==> config.mk <==
export PLATFORM = sky130hd
export DESIGN_NAME = ttb_ctrl
export DESIGN_NICKNAME = d
export VERILOG_FILES = /design/src/hw/rtl/ttb_pkg.sv /design/src/hw/rtl/ttb_ctrl.sv
export SDC_FILE = /design/constraint.sdc
export NUM_CORES = 1
export LEC_CHECK = 0
export ABC_AREA = 1
export BUFFER_PORTS_ARGS = -buffer_cell sky130_fd_sc_hd__buf_4
export CORE_AREA = 2 2 39 41
export CTS_CLUSTER_SIZE = 28
export DETAILED_ROUTE_END_ITERATION = 10
export DIE_AREA = 0 0 41 43
export PLACE_DENSITY = 0.7
export SLEW_MARGIN = 20
export SYNTH_ARGS = -nofsm -noshare
export SYNTH_HDL_FRONTEND = slang
export SYNTH_SLANG_ARGS = --single-unit
==> constraint.sdc <==
create_clock -name i_clk -period 1.54 [get_ports i_clk]
set_input_delay 0 -clock i_clk [delete_from_list [all_inputs] [get_ports i_clk]]
set_output_delay 0 -clock i_clk [all_outputs]
set_load 0.02 [all_outputs]
==> src/hw/rtl/ttb_pkg.sv <==
// shared constants and types for the tangent basis block
// no dependencies
`timescale 1ns / 1ps
package ttb_pkg;
    localparam int COORD_WIDTH = 32;
    localparam int FRAC_BITS   = 16;

    // datapath commands from the controller
    typedef struct packed {
        logic load_v0;
        logic load_v1;
        logic load_v2;
        logic mul_start;
        logic div_start;
        logic res_load;
        logic res_clear;
        logic out_load;
    } t_cmd;

    // datapath status to the controller
    typedef struct packed {
        logic mul_done;
        logic div_done;
        logic det_zero;
        logic last_comp;
    } t_stat;
endpackage

==> src/hw/rtl/ttb_ctrl.sv <==
// controller state machine for the tangent basis block
// depends on ttb_pkg
`timescale 1ns / 1ps
module ttb_ctrl (
    input  logic           i_clk,
    input  logic           i_rst_n,
    input  logic           i_in_valid,
    output logic           o_in_ready,
    output logic           o_out_valid,
    input  logic           i_out_ready,
    input  ttb_pkg::t_stat i_stat,
    output ttb_pkg::t_cmd  o_cmd
);
    localparam logic [2:0] S_IN   = 3'd0;
    localparam logic [2:0] S_MUL  = 3'd1;
    localparam logic [2:0] S_DIV  = 3'd2;
    localparam logic [2:0] S_OUT  = 3'd3;
    localparam logic [2:0] S_DZ   = 3'd4;

    logic [2:0] r_state, n_state;
    logic [1:0] r_slot, n_slot;
    logic       r_ov, n_ov;
    logic       acc;

    assign o_in_ready  = (r_state == S_IN);
    assign o_out_valid = r_ov;
    assign acc         = i_in_valid && o_in_ready;

    // sequencing
    always_comb begin
        n_state = r_state;
        n_slot  = r_slot;
        n_ov    = r_ov;
        o_cmd   = '0;
        if (r_ov && i_out_ready) n_ov = 1'b0;
        unique case (r_state)
            S_IN: begin
                if (acc) begin
                    if (r_slot == 2'd1) begin
                        o_cmd.load_v1 = 1'b1;
                        n_slot = 2'd2;
                    end else if (r_slot == 2'd2) begin
                        o_cmd.load_v2   = 1'b1;
                        o_cmd.mul_start = 1'b1;
                        o_cmd.res_clear = 1'b1;
                        n_slot  = 2'd0;
                        n_state = S_MUL;
                    end else begin
                        o_cmd.load_v0 = 1'b1;
                        n_slot = 2'd1;
                    end
                end
            end
            S_MUL: begin
                if (i_stat.mul_done) begin
                    if (i_stat.det_zero) n_state = S_DZ;
                    else begin
                        o_cmd.div_start = 1'b1;
                        n_state = S_DIV;
                    end
                end
            end
            S_DIV: begin
                if (i_stat.div_done) begin
                    o_cmd.res_load = 1'b1;
                    if (i_stat.last_comp) n_state = S_OUT;
                    else o_cmd.div_start = 1'b1;
                end
            end
            // move the result into the output register once it is free
            S_DZ, S_OUT: begin
                if (!r_ov || i_out_ready) begin
                    o_cmd.out_load = 1'b1;
                    n_ov = 1'b1;
                    n_state = S_IN;
                end
            end
            default: n_state = S_IN;
        endcase
    end

    always_ff @(posedge i_clk) begin
        if (!i_rst_n) begin
            r_state <= S_IN;
            r_slot  <= 2'd0;
            r_ov    <= 1'b0;
        end else begin
            r_state <= n_state;
            r_slot  <= n_slot;
            r_ov    <= n_ov;
        end
    end
endmodule

; Yosys cells after proc, flatten, opt, wreduce, memory -nomap -nowiden
; Index checks and enable logic that the tools add are counted.
[classes]
magnitude_cmp = 0
reduce_logical = 8
n_mul = 0
muxes = 33
add_sub_neg = 0
n_eq_ne = 13
shift = 0
div = 0
bitwise_logic = 0
[op_table]
columns = op, count
row1 = $mux W3, 8
row2 = $mux W1, 17
row3 = $pmux W3 S4, 1
row4 = $ne A2 B2 Y1 const B, 5
row5 = $mux W2, 4
row6 = $mux W4, 2
row7 = $reduce_and A7 Y1, 1
row8 = $eq A3 B2 Y1 const B, 2
row9 = $ne A2 B1 Y1 const B, 2
row10 = $eq A3 B1 Y1 const B, 1
row11 = $eq A3 B3 Y1 const B, 1
row12 = $logic_not A3 Y1, 1
row13 = $eq A2 B1 Y1 const B, 1
row14 = $eq A2 B2 Y1 const B, 1
row15 = $logic_and A1 B1 Y1, 2
row16 = $pmux W1 S2, 1
row17 = $reduce_and A2 Y1, 1
row18 = $reduce_or A2 Y1, 1
row19 = $logic_not A1 Y1, 1
row20 = $logic_or A1 B1 Y1, 1
[totals]
ram_bits = 0
latch_bits = 0
memories = 0
input_bits = 8
elab_cells = 57
rom_bits = 0
regBits = 6
out_inout_bits = 10

; Logic depth before layout (Yosys ltp)
[depth]
depth_word = 5
ltp_mapped = 10
depth_no_buf = 10

; Least setup slack after synthesis
; Ideal clock, no wire load.
[synth_path]
path_kind = register to output
start = reg r_state[1]
end = out o_cmd[4] in the netlist's numbering
slack_ns = 0.170
arrival_ns = 1.370
stages_incl_launch_ff = 7
required_ns = 1.540
path_cell_list = dfxtp_1 nor2_2 nand2_2 nor2_1 inv_1 nor2_1 buf_4
[synth_rtl]
columns = item, line_no
row1 = start: declaration, ttb_ctrl.sv:20  ; logic [2:0] r_state, n_state;
row2 = start signal: assignment, ttb_ctrl.sv:88  ; r_state <= n_state;
row3 = end: declaration, ttb_ctrl.sv:12  ; output ttb_pkg::t_cmd o_cmd

==> impl_metrics.json <==
{
  "dp.final_hpwl_um": 753,
  "postRouteWirelength_um": 920,
  "worst-path-buf-inv": 2,
  "yosysWarnings": 0,
  "dp_slack_ps": 255,
  "criticalPathCategory": "register to output pin",
  "grt_pass1_wl_mm": 1.64,
  "start_util_pct": 33.2,
  "fill_cells": 144,
  "whs_ps": 42.4,
  "syn-cell-area_um2": 459,
  "cpMostUsedCell": "nor2_2",
  "clock_skew_ps": 2.11,
  "area.growth.synth_to_final_pct": 37.1,
  "fin_crit_sh_pct": 90.0,
  "drc": 0,
  "drtIter0Drc": 5,
  "hold_path_class": "input pin to register",
  "gr-total-overflow": 0,
  "die_h_um": 43,
  "critPathLaunch": "r_state[1]",
  "drive_gt1_share_pct": 29.2,
  "numCtsBuffers": 3,
  "powerDensity_nw_per_um2": 1870,
  "grtUsageTotal_pct": 13.4,
  "ir_worst_vdd_v": 0.000715,
  "placement.io_buffers": 17,
  "setup_viol": 0,
  "rsz0062_at_grt": "no",
  "clock_sinks": 6,
  "routedWlPerCell_um": 8.21,
  "cp.required_ps": 1540,
  "critPathTopFamily": "simple AND/OR/NAND/NOR gates",
  "maxCapViolations": 0,
  "post_dp_cell_area_um2": 592,
  "cts_max_level": 1,
  "path_cells": "nor2_2 > nand2_2 > nor2_2 > inv_1 > nor2_2 > buf_4",
  "syn_inst": 77,
  "ant_nets": 0,
  "synth-seq-area-share_pct": 26.2,
  "worstHoldStart": "i_out_ready",
  "cts.clk_slew.worst_paths_ps": 40,
  "tightest_slew_ps": 233,
  "maxSlewHeadroom_pct": 84.5,
  "fin_util_pct": 45.5,
  "die_area_um2": 1760,
  "viasPerCell": 4.54,
  "die_x_um": 41,
  "cp_max_fo": 7,
  "antenna_found_initial": 0,
  "synth-seq-cells": 6,
  "cp.arrival_ps": 1390,
  "clk_path_buf_depth": 2,
  "grt_start_max_net_pins": 8,
  "placed_cells": 108,
  "fmax_ghz": 0.722,
  "post-route-worst-setup-slack_ps": 154,
  "ioPinCount": 18,
  "vias": 508,
  "p_leak_nw": 0.343,
  "rows": 14,
  "regToRegStartpoint": "r_slot[1]",
  "core_area_um2": 1380,
  "syn_area_per_cell_um2": 5.96,
  "finalPower_mw": 1.18,
  "cpPeakStageDelay_ps": 360,
  "n_antenna_cell": 0,
  "hold_viol": 0,
  "maxSlewViolCount": 0,
  "first_pass_iters": 4,
  "grt_pass1_vias": 430,
  "fin_cells": 112,
  "outcome": "finished, final reports clean",
  "clockRootBuffer": "clkbuf_4",
  "cp-end-kind": "output pin",
  "ys_types": 16,
  "cpMaxStageDelayCell": "dfxtp_1",
  "post-route-cell-area_um2": 629,
  "period_needed_ps": 1390,
  "synth_fp_nets": 88,
  "clock_latency_ps": 240,
  "tns_ps": 0,
  "fin_nets": 109,
  "gp_congestion": 0.797,
  "cts_tree": "done",
  "cp-start-kind": "register"
}
cells in the mapped netlist:
master   count  area [µm²]
dfxtp_1      6         120
nand2_1     17        63.8
o32ai_1      1        8.76
inv_1       17        63.8
o21ai_1      1        5.00
inv_2        2        7.51
nand4_1      1        6.26
nor2_1      13        48.8
nand4_2      1        12.5
a21oi_1      4        20.0
ha_1         3        37.5
nand2_2      2        12.5
buf_4        2        15.0
nand3_1      5        25.0
nor4_1       1        6.26
nor2_2       1        6.26
layout make-up:
class | count | area (µm²) | area share [%]
clock buffer | 3 | 22.5 | 3.58
inverter | 19 | 71.3 | 11.3
multi-input combinational | 50 | 258 | 41.0
sequential | 6 | 120 | 19.1
tap | 16 | 20.0 | 3.18
timing repair buffer | 18 | 138 | 21.9
worst paths after layout:
check,to,slack [ps],cells after the start
setup / recovery,o_cmd[1],150,6
hold / removal,o_out_valid,40,4
setup reg to reg,r_state[0],270,9
hold reg to reg,r_slot[0],490,2
placed cells by master, fill, tap and decap left out, types with 2 or more instances in the layout:
cell and n:
inv_1 17, nand2_1 17, nor2_2 3, buf_4 17, clkbuf_4 3, dfxtp_1 6, nand3_1 5, nor2_1 11
inv_2 2, ha_1 3, a21oi_1 4, nand2_2 2
routing by layer:
| metal | up-vias | global-route usage [%] | routed length (µm) |
|---|---|---|---|
| met1 | 222 | 16.5 | 382 |
| met5 | - | 0 | 0 |
| li1 | 272 | - | - |
| met3 | 0 | 6.28 | 79 |
| met2 | 14 | 20.9 | 457 |
| met4 | 0 | 2.00 | 0 |
tightest hold or removal path: cells and delay by family:
kind / cells / cell delay [ps]
and+or+nand+nor: 1 / 50
buffers and inverters: 2 / 130
AOI/OAI and AO/OA: 1 / 50
state kept, by name, summed over array words and instances, names as in the netlist:
register     count
r_slot           2
o_out_valid      1
r_state          3
kinds of logic (layout without fill, tap and decap cells):
| logic type | after synthesis | in the layout | share of synthesized area [%] |
|---|---|---|---|
| and+or+nand+nor | 41 | 41 | 39.5 |
| buffers and inverters | 21 | 40 | 18.8 |
| AOI/OAI and AO/OA | 6 | 6 | 7.36 |
| DFF | 6 | 6 | 26.2 |
| adders and majority gates | 3 | 3 | 8.18 |
where the power goes:
part	switching (mW)	total, mW	internal [mW]	leakage, nW
Sequential	0.0704	0.283	0.212	0.0493
Combinational	0.459	0.750	0.291	0.280
Clock	0.0565	0.145	0.0881	0.0138
Total	0.586	1.18	0.591	0.343
repair_timing:
action / CTS / global route
setup buffers: 0 / 0
hold endpoints to repair: 2 / 0
resized for setup: 0 / 2
hold buffers: 1 / 0
setup endpoints to repair: 0 / 3
Note: power is estimated with default switching activity, not from simulation.
